==> config.mk <==
export PLATFORM = sky130hd
export DESIGN_NAME = haptic_spring_force_loop
export DESIGN_NICKNAME = d
export VERILOG_FILES = /design/src/hw/rtl/hsfl_pkg.sv /design/src/hw/rtl/haptic_spring_force_loop.sv
export VERILOG_INCLUDE_DIRS = /design/src /design/src/hw/rtl
export SDC_FILE = /design/constraint.sdc
export NUM_CORES = 1
export LEC_CHECK = 0
export CORE_ASPECT_RATIO = 1.4
export CORE_MARGIN = 2
export CORE_UTILIZATION = 70
export CTS_CLUSTER_SIZE = 28
export DETAILED_ROUTE_END_ITERATION = 8
export DONT_BUFFER_PORTS = 1
export PLACE_DENSITY = 0.95
export SYNTH_ARGS = -nofsm -noshare
export SYNTH_HDL_FRONTEND = slang
export SYNTH_SLANG_ARGS = --single-unit
==> constraint.sdc <==
create_clock -name aclk -period 19.5 [get_ports aclk]
set_input_delay 0 -clock aclk [delete_from_list [all_inputs] [get_ports aclk]]
set_output_delay 0 -clock aclk [all_outputs]
set_load 0.05 [all_outputs]
==> src/hw/rtl/haptic_spring_force_loop_defines.svh <==
// ----------------------------------------------------------------------------
// haptic spring force loop assertion macros
// concurrent checks that drop away in synthesis
// ----------------------------------------------------------------------------
`ifndef HAPTIC_SPRING_FORCE_LOOP_DEFINES_SVH
`define HAPTIC_SPRING_FORCE_LOOP_DEFINES_SVH

`ifndef SYNTHESIS

// same-cycle implication, checked out of reset
`define HSFL_ASSERT_SAME(label, clk, rst_n, cond, cons) \
    label: assert property (@(posedge clk) disable iff (!rst_n) (cond) |-> (cons)) \
        else $error("assertion failed: cond then cons");

// next-cycle implication, checked out of reset
`define HSFL_ASSERT_NEXT(label, clk, rst_n, cond, cons) \
    label: assert property (@(posedge clk) disable iff (!rst_n) (cond) |=> (cons)) \
        else $error("assertion failed: cond then next cons");

`else

`define HSFL_ASSERT_SAME(label, clk, rst_n, cond, cons)
`define HSFL_ASSERT_NEXT(label, clk, rst_n, cond, cons)

`endif

`endif

==> src/hw/rtl/hsfl_pkg.sv <==
`timescale 1ns / 1ps
// ----------------------------------------------------------------------------
// haptic spring force loop package
// field widths, register indexes, reset values and loop constants
// ----------------------------------------------------------------------------
package hsfl_pkg;

    localparam int unsigned ANGLE_W   = 10;
    localparam int unsigned CURRENT_W = 10;
    localparam int unsigned DUTY_W    = 16;
    localparam int unsigned FORCE_W   = 16;
    localparam int unsigned STEP_W    = 16;
    localparam int unsigned CFG_IDX_W = 2;
    localparam int unsigned CFG_DAT_W = 16;
    localparam int unsigned S_DATA_W  = 24;
    localparam int unsigned M_DATA_W  = 40;

    // register indexes
    localparam logic [CFG_IDX_W-1:0] CFG_FLIP_THRESHOLD = 2'd0;
    localparam logic [CFG_IDX_W-1:0] CFG_INTEGRAL_STEP  = 2'd1;
    localparam logic [CFG_IDX_W-1:0] CFG_ZERO_POSITION  = 2'd2;

    // register reset values
    localparam logic [ANGLE_W-1:0] FLIP_THRESHOLD_RST = 10'd600;
    localparam logic [STEP_W-1:0]  INTEGRAL_STEP_RST  = 16'd100;
    localparam logic [ANGLE_W-1:0] ZERO_POSITION_RST  = 10'd0;

    // position and spring law
    localparam logic [FORCE_W-1:0] WRAP_SPAN    = 16'd700;
    localparam logic [FORCE_W-1:0] FORCE_CENTER = 16'd800;
    localparam int unsigned        FORCE_SHIFT  = 6;

    // duty limits and dead bands
    localparam logic signed [17:0] ERR_BAND      = 18'sd2;
    localparam logic signed [17:0] DUTY_MAX      = 18'sd65000;
    localparam logic [DUTY_W-1:0]  BAND_LO_LOW   = 16'd3500;
    localparam logic [DUTY_W-1:0]  BAND_LO_HIGH  = 16'd5500;
    localparam logic [DUTY_W-1:0]  BAND_LO_JUMP  = 16'd8000;
    localparam logic [DUTY_W-1:0]  BAND_HI_LOW   = 16'd5549;
    localparam logic [DUTY_W-1:0]  BAND_HI_HIGH  = 16'd7900;
    localparam logic [DUTY_W-1:0]  BAND_HI_JUMP  = 16'd3400;

endpackage

==> src/hw/rtl/haptic_spring_force_loop.sv <==
`timescale 1ns / 1ps
// ----------------------------------------------------------------------------
// haptic spring force loop
// angle unwrap, spring force law and integral duty control, one tick per item
// ----------------------------------------------------------------------------
// usage
//   s_ channel: one item per control tick, angle and current samples
//   m_ channel: one item per input item, pwm_update flag in tuser,
//     direction, duty and desired force in tdata
//   cfg channel: register writes, only while no item is in flight, a rule
//     for the user that the block does not enforce; writing zero_position
//     also reloads the angle history
// datapath and throughput
//   an accepted item waits in the input register, is worked in one pass of
//   combinational logic and lands in the result register, one item per cycle
//   while m_tready is high; wrap and duty feedback close within that pass
// reset
//   registers return to 600 / 100 / 0, history to zero_position, wrap and
//   duty state to zero, both channels empty
// stalls
//   a held result keeps the input register full; s_tready drops only when
//   both the input and the result register are occupied
// ----------------------------------------------------------------------------
`include "haptic_spring_force_loop_defines.svh"

module haptic_spring_force_loop
    import hsfl_pkg::*;
(
    input  logic                  aclk,
    input  logic                  aresetn,

    input  logic                  cfg_valid,
    output logic                  cfg_ready,
    input  logic [CFG_IDX_W-1:0]  cfg_index,
    input  logic [CFG_DAT_W-1:0]  cfg_data,

    input  logic                  s_tvalid,
    output logic                  s_tready,
    // angle_sample [9:0], current_sample [19:10], zero fill [23:20]
    input  logic [S_DATA_W-1:0]   s_tdata,

    output logic                  m_tvalid,
    input  logic                  m_tready,
    // drive_forward [0], duty [16:1], desired_force [32:17], zero fill [39:33]
    output logic [M_DATA_W-1:0]   m_tdata,
    // pwm_update [0]
    output logic                  m_tuser
);

    logic [ANGLE_W-1:0]   flip_threshold_reg;
    logic [STEP_W-1:0]    integral_step_reg;
    logic [ANGLE_W-1:0]   zero_position_reg;

    logic [ANGLE_W-1:0]   previous_angle_reg;
    logic [ANGLE_W-1:0]   older_angle_reg;
    logic [FORCE_W-1:0]   wrap_offset_reg;
    logic [FORCE_W-1:0]   wrap_offset_next;
    logic                 wrap_seen_reg;
    logic                 wrap_seen_next;
    logic [DUTY_W-1:0]    duty_acc_reg;
    logic [DUTY_W-1:0]    duty_acc_next;

    logic                 in_valid_reg;
    logic [ANGLE_W-1:0]   in_angle_reg;
    logic [CURRENT_W-1:0] in_current_reg;

    logic                 out_valid_reg;
    logic                 out_update_reg;
    logic                 out_forward_reg;
    logic [DUTY_W-1:0]    out_duty_reg;
    logic [FORCE_W-1:0]   out_force_reg;

    logic                 advance;
    logic                 fire;

    logic signed [10:0]   jump;
    logic [10:0]          jump_mag;
    logic                 wrap_hit;
    logic [FORCE_W-1:0]   neg_offset;
    logic [FORCE_W-1:0]   shifted;
    logic [FORCE_W-1:0]   force_bits;
    logic [16:0]          force_mag;
    logic signed [17:0]   err;
    logic                 update_next;
    logic signed [17:0]   duty_sum;
    logic [DUTY_W-1:0]    duty_clamped;
    logic [DUTY_W-1:0]    duty_banded;
    logic                 forward_next;
    logic                 duty_legal;

    assign cfg_ready = 1'b1;
    assign advance   = !out_valid_reg || m_tready;
    assign fire      = in_valid_reg && advance;
    assign s_tready  = !in_valid_reg || advance;

    assign m_tvalid = out_valid_reg;
    assign m_tuser  = out_update_reg;
    assign m_tdata  = {7'd0, out_force_reg, out_duty_reg, out_forward_reg};

    always_comb begin
        jump     = $signed({1'b0, in_angle_reg}) - $signed({1'b0, older_angle_reg});
        jump_mag = jump[10] ? 11'(-jump) : 11'(jump);
        wrap_hit = (jump_mag > {1'b0, flip_threshold_reg}) && !wrap_seen_reg;
        wrap_seen_next = wrap_hit;

        wrap_offset_next = wrap_offset_reg;
        if (wrap_hit) begin
            if (jump[10]) begin
                wrap_offset_next = wrap_offset_reg + WRAP_SPAN;
            end else begin
                wrap_offset_next = wrap_offset_reg - WRAP_SPAN;
            end
        end

        // negated offset from centre: centre - (angle + wraps - zero)
        neg_offset = FORCE_CENTER + {6'd0, zero_position_reg}
                   - {6'd0, in_angle_reg} - wrap_offset_next;
        shifted    = 16'($signed(neg_offset) >>> FORCE_SHIFT);
        force_bits = (shifted << 2) + shifted;
        forward_next = !force_bits[15] && (force_bits != '0);

        force_mag = force_bits[15] ? (17'd0 - {1'b1, force_bits}) : {1'b0, force_bits};
        err = $signed({1'b0, force_mag}) - $signed({8'd0, in_current_reg});
        update_next = (err > ERR_BAND) || (err < -ERR_BAND);

        if (err < 0) begin
            duty_sum = $signed({2'b00, duty_acc_reg}) - $signed({2'b00, integral_step_reg});
        end else begin
            duty_sum = $signed({2'b00, duty_acc_reg}) + $signed({2'b00, integral_step_reg});
        end

        if (duty_sum < 0) begin
            duty_clamped = '0;
        end else if (duty_sum > DUTY_MAX) begin
            duty_clamped = DUTY_MAX[DUTY_W-1:0];
        end else begin
            duty_clamped = duty_sum[DUTY_W-1:0];
        end

        duty_banded = duty_clamped;
        if (duty_banded > BAND_LO_LOW && duty_banded < BAND_LO_HIGH) begin
            duty_banded = BAND_LO_JUMP;
        end
        if (duty_banded > BAND_HI_LOW && duty_banded < BAND_HI_HIGH) begin
            duty_banded = BAND_HI_JUMP;
        end

        duty_acc_next = update_next ? duty_banded : duty_acc_reg;
    end

    always_ff @(posedge aclk) begin
        if (!aresetn) begin
            flip_threshold_reg <= FLIP_THRESHOLD_RST;
            integral_step_reg  <= INTEGRAL_STEP_RST;
            zero_position_reg  <= ZERO_POSITION_RST;
            previous_angle_reg <= ZERO_POSITION_RST;
            older_angle_reg    <= ZERO_POSITION_RST;
            wrap_offset_reg    <= '0;
            wrap_seen_reg      <= 1'b0;
            duty_acc_reg       <= '0;
            in_valid_reg       <= 1'b0;
            out_valid_reg      <= 1'b0;
        end else begin
            if (s_tvalid && s_tready) begin
                in_valid_reg <= 1'b1;
            end else if (fire) begin
                in_valid_reg <= 1'b0;
            end

            if (fire) begin
                out_valid_reg <= 1'b1;
            end else if (m_tready) begin
                out_valid_reg <= 1'b0;
            end

            if (fire) begin
                older_angle_reg    <= previous_angle_reg;
                previous_angle_reg <= in_angle_reg;
                wrap_offset_reg    <= wrap_offset_next;
                wrap_seen_reg      <= wrap_seen_next;
                duty_acc_reg       <= duty_acc_next;
            end

            if (cfg_valid && cfg_ready) begin
                case (cfg_index)
                    CFG_FLIP_THRESHOLD: begin
                        flip_threshold_reg <= cfg_data[ANGLE_W-1:0];
                    end
                    CFG_INTEGRAL_STEP: begin
                        integral_step_reg <= cfg_data;
                    end
                    CFG_ZERO_POSITION: begin
                        zero_position_reg  <= cfg_data[ANGLE_W-1:0];
                        previous_angle_reg <= cfg_data[ANGLE_W-1:0];
                        older_angle_reg    <= cfg_data[ANGLE_W-1:0];
                    end
                    default: begin
                    end
                endcase
            end
        end
    end

    // payload registers
    always_ff @(posedge aclk) begin
        if (s_tvalid && s_tready) begin
            in_angle_reg   <= s_tdata[ANGLE_W-1:0];
            in_current_reg <= s_tdata[ANGLE_W+CURRENT_W-1:ANGLE_W];
        end
        if (fire) begin
            out_update_reg  <= update_next;
            out_forward_reg <= forward_next;
            out_duty_reg    <= duty_acc_next;
            out_force_reg   <= force_bits;
        end
    end

    // duty within limits and outside both dead bands
    assign duty_legal = (duty_acc_reg <= DUTY_MAX[DUTY_W-1:0])
                      && !(duty_acc_reg > BAND_LO_LOW && duty_acc_reg < BAND_LO_HIGH)
                      && !(duty_acc_reg > BAND_HI_LOW && duty_acc_reg < BAND_HI_HIGH);

    `HSFL_ASSERT_SAME(a_duty_outside_bands, aclk, aresetn, 1'b1, duty_legal)
    `HSFL_ASSERT_SAME(a_ready_when_out_empty, aclk, aresetn, !m_tvalid, s_tready)
    `HSFL_ASSERT_NEXT(a_duty_held_no_update, aclk, aresetn, fire && !update_next, $stable(duty_acc_reg))

endmodule

==> impl_metrics.env <==
export IMPL_port_buffers=0
export IMPL_min_from="cfg_valid"
export IMPL_hold_viol_final=0
export IMPL_wl_per_cell_um=19.6
export IMPL_hold_path_class="in2reg"
export IMPL_avgSynthCellArea_sq_um=7.99
export IMPL_place_congestion=0.940
export IMPL_grt_ovfl_total=0
export IMPL_grtUsageMet3_pct=8.52
export IMPL_cp_required_ps=19650
export IMPL_post_cts_setup_buffer_count=0
export IMPL_final_cell_mix="nand2_1, a21oi_1, inv_1, ha_1, nor2_1"
export IMPL_cp_slowest_stage_delay_ps=690
export IMPL_die_w_um=113
export IMPL_drt_iter0_markers=1064
export IMPL_drc=5
export IMPL_ios=91
export IMPL_hold_path_end="flip_threshold_reg[2]"
export IMPL_violations="DRC"
export IMPL_grt_antenna_before_repair=1
export IMPL_rr_startpoint="in_angle_reg[0]"
export IMPL_cp_end_kind="flip-flop"
export IMPL_ys_seq_area_share_pct=28.5
export IMPL_tns_ps=0
export IMPL_clkTransAtPathRegs_ps=70
export IMPL_areaGrowthSynthToFinish_pct=9.66
export IMPL_netlist_area_sq_um=11600
export IMPL_ant_nets=0
export IMPL_arrival_ps=15460
export IMPL_drt_total_wl_mm=33.2
export IMPL_htree_levels=4
export IMPL_die_area_sq_um=17700
export IMPL_clock_fmax_ghz=0.0653
export IMPL_r2r_cells=50
export IMPL_clkSinkCount=140
export IMPL_initial_utilization_pct=71.6
export IMPL_final_setup_viol_count=0
export IMPL_layout_commonest_cell="nand2_1"
export IMPL_grt_busiest_layer="met2"
export IMPL_reg2reg_slack_ps=4190
export IMPL_relSlewSlack_pct=19.5
export IMPL_worstSetupPathType="reg2reg"
export IMPL_synth_cells=1457
export IMPL_status="finished, violations left"
export IMPL_dp_final_hpwl_mm=22.1
export IMPL_grt_max_degree=56
export IMPL_rsz0062_at_grt="false"
export IMPL_clk_path_buf_depth=2
export IMPL_core_sq_um=16200
export IMPL_synth_seq_cells=140
export IMPL_n_antenna_cell=0
export IMPL_cp_common_cell="ha_1"
export IMPL_synthFlopType="dfxtp_1"
export IMPL_drive_above_1_share_pct=5.10
export IMPL_numCtsBuffers=17
export IMPL_first_pass_iters=9
export IMPL_grt_pass1_wl_mm=52.8
export IMPL_dr_total_vias=11500
export IMPL_worstSetupStartpointType="flip-flop"
export IMPL_rows=55
export IMPL_cp_max_fo=17
export IMPL_cap_violations=0
export IMPL_cp_slowest_cell="a221oi_1"
export IMPL_viasPerCell=6.79
export IMPL_ys_warn_count=0
export IMPL_finClkSkew_ps=15.1
export IMPL_synth_cell_types=91
export IMPL_synth_async_reset_ratio_pct=0
export IMPL_hold_path_depth=3
export IMPL_grt_use_total_pct=37.0
export IMPL_timing_rr_end="out_duty_reg[11]"
export IMPL_cts_root_buf="clkbuf_16"
export IMPL_grtUsageMet1_pct=38.2
export IMPL_worstMarginPinSlew_ps=1200
export IMPL_nNetsFinal=1643
export IMPL_grt_pass1_vias=11400
export IMPL_die_h_um=157
export IMPL_post_route_period_util_pct=78.5
export IMPL_insertion_delay_ps=450
export IMPL_synth_edf_count=51
export IMPL_finalMaxSlewViolations=0
export IMPL_fin_crit_ps=15310
export IMPL_grt_use_met2_pct=64.9
export IMPL_cts_tree="built"
[worst max-delay path by stage]
| stage | endpoint | from | slack, ps | cells after the start |
|---|---|---|---|---|
| 2_1_floorplan | out_duty_reg[1] | in_angle_reg[0] | 7040 | 54 |
| 3_3_place_gp | out_duty_reg[11] | in_angle_reg[0] | 5480 | 50 |
| 3_5_place_dp | out_duty_reg[11] | in_angle_reg[0] | 5210 | 53 |
| 4_1_cts | out_duty_reg[11] | in_angle_reg[0] | 4840 | 50 |
| 5_1_grt | out_duty_reg[10] | in_angle_reg[0] | 3600 | 53 |
| 6_report | out_duty_reg[11] | in_angle_reg[0] | 4190 | 50 |
[cells in the mapped netlist (9+ instances only)]
cell      number  area (sq um)
xnor2_1       43           377
a211oi_1      11          82.6
a21oi_1      128           641
o21ai_1       13          65.1
ha_1         112          1400
nor4_1         9          56.3
o21ai_0       60           300
o21bai_1      18           135
mux2i_1       18           180
clkbuf_1      40           150
nand2_1      225           845
nor3_1        19          95.1
edfxtp_1      51          1530
nor2_1        91           342
nor2b_1       18           113
and2_1        16           100
o31ai_1       11          82.6
xor2_1        22           193
a211o_1        9          78.8
dfxtp_1       89          1780
nand3_1       28           140
nand4_1       17           106
a31oi_1       31           194
a21o_1        34           255
buf_4         12          90.1
nand2b_1      19           119
inv_1        119           447
o211ai_1      16           120
[per-stage QoR]
step	instance area (sq um)	cells	worst slack [ps]	util, %	hold slack, ps
2_1_floorplan	11700	1463	7040	-	98.9
5_1_grt	12800	1689	3600	78.6	72.9
3_5_place_dp	11700	1612	5210	72.2	98.2
4_1_cts	12800	1689	4840	78.6	51.6
3_3_place_gp	11700	1612	5480	72.2	92.7
6_report	12800	1689	4190	78.6	42.0
[worst max-delay path, delay by kind of cell, from the launching register on]
| family | cells | cell delay (ps) |
|---|---|---|
| AO/OA/AOI/OAI | 17 | 5690 |
| XOR/XNOR | 4 | 1060 |
| adder cells (fa/ha/maj) | 6 | 1860 |
| buffers and inverters | 4 | 600 |
| flip-flops | 1 | 430 |
| multiplexers | 1 | 300 |
| AND/OR/NAND/NOR | 18 | 5070 |
[cell families (layout without fill, tap and decap cells)]
| logic type | after synthesis | in the layout | synth area share [%] |
|---|---|---|---|
| other | 2 | 8 | 0.0645 |
| flip-flops | 140 | 140 | 28.5 |
| multiplexers | 20 | 20 | 1.77 |
| AND/OR/NAND/NOR | 501 | 501 | 20.6 |
| AO/OA/AOI/OAI | 425 | 425 | 24.4 |
| adder cells (fa/ha/maj) | 119 | 119 | 13.2 |
| XOR/XNOR | 66 | 66 | 5.09 |
| buffers and inverters | 184 | 211 | 6.38 |
[final cells by class]
type | instances | area (sq um)
clock buffers | 21 | 482
clock inverters | 11 | 93.8
fillers | 1014 | 3480
inverters | 122 | 458
multi-input cells | 1139 | 7610
flip-flops and latches | 140 | 3310
well taps | 199 | 249
repair buffers | 57 | 553
[timing repair]
action,4_1_cts,5_1_grt
hold endpoints to repair,87,0
hold buffers,45,0
gates resized for setup,0,0
[layer usage]
metal | up-vias | routed length (um)
met2 | 679 | 16100
met4 | 0 | 2540
met1 | 5262 | 11900
met5 | - | 0
met3 | 249 | 2590
li1 | 5272 | -
Power is not shown: default switching activity piles up to over one toggle a cycle in this logic, so the estimate is an artifact.
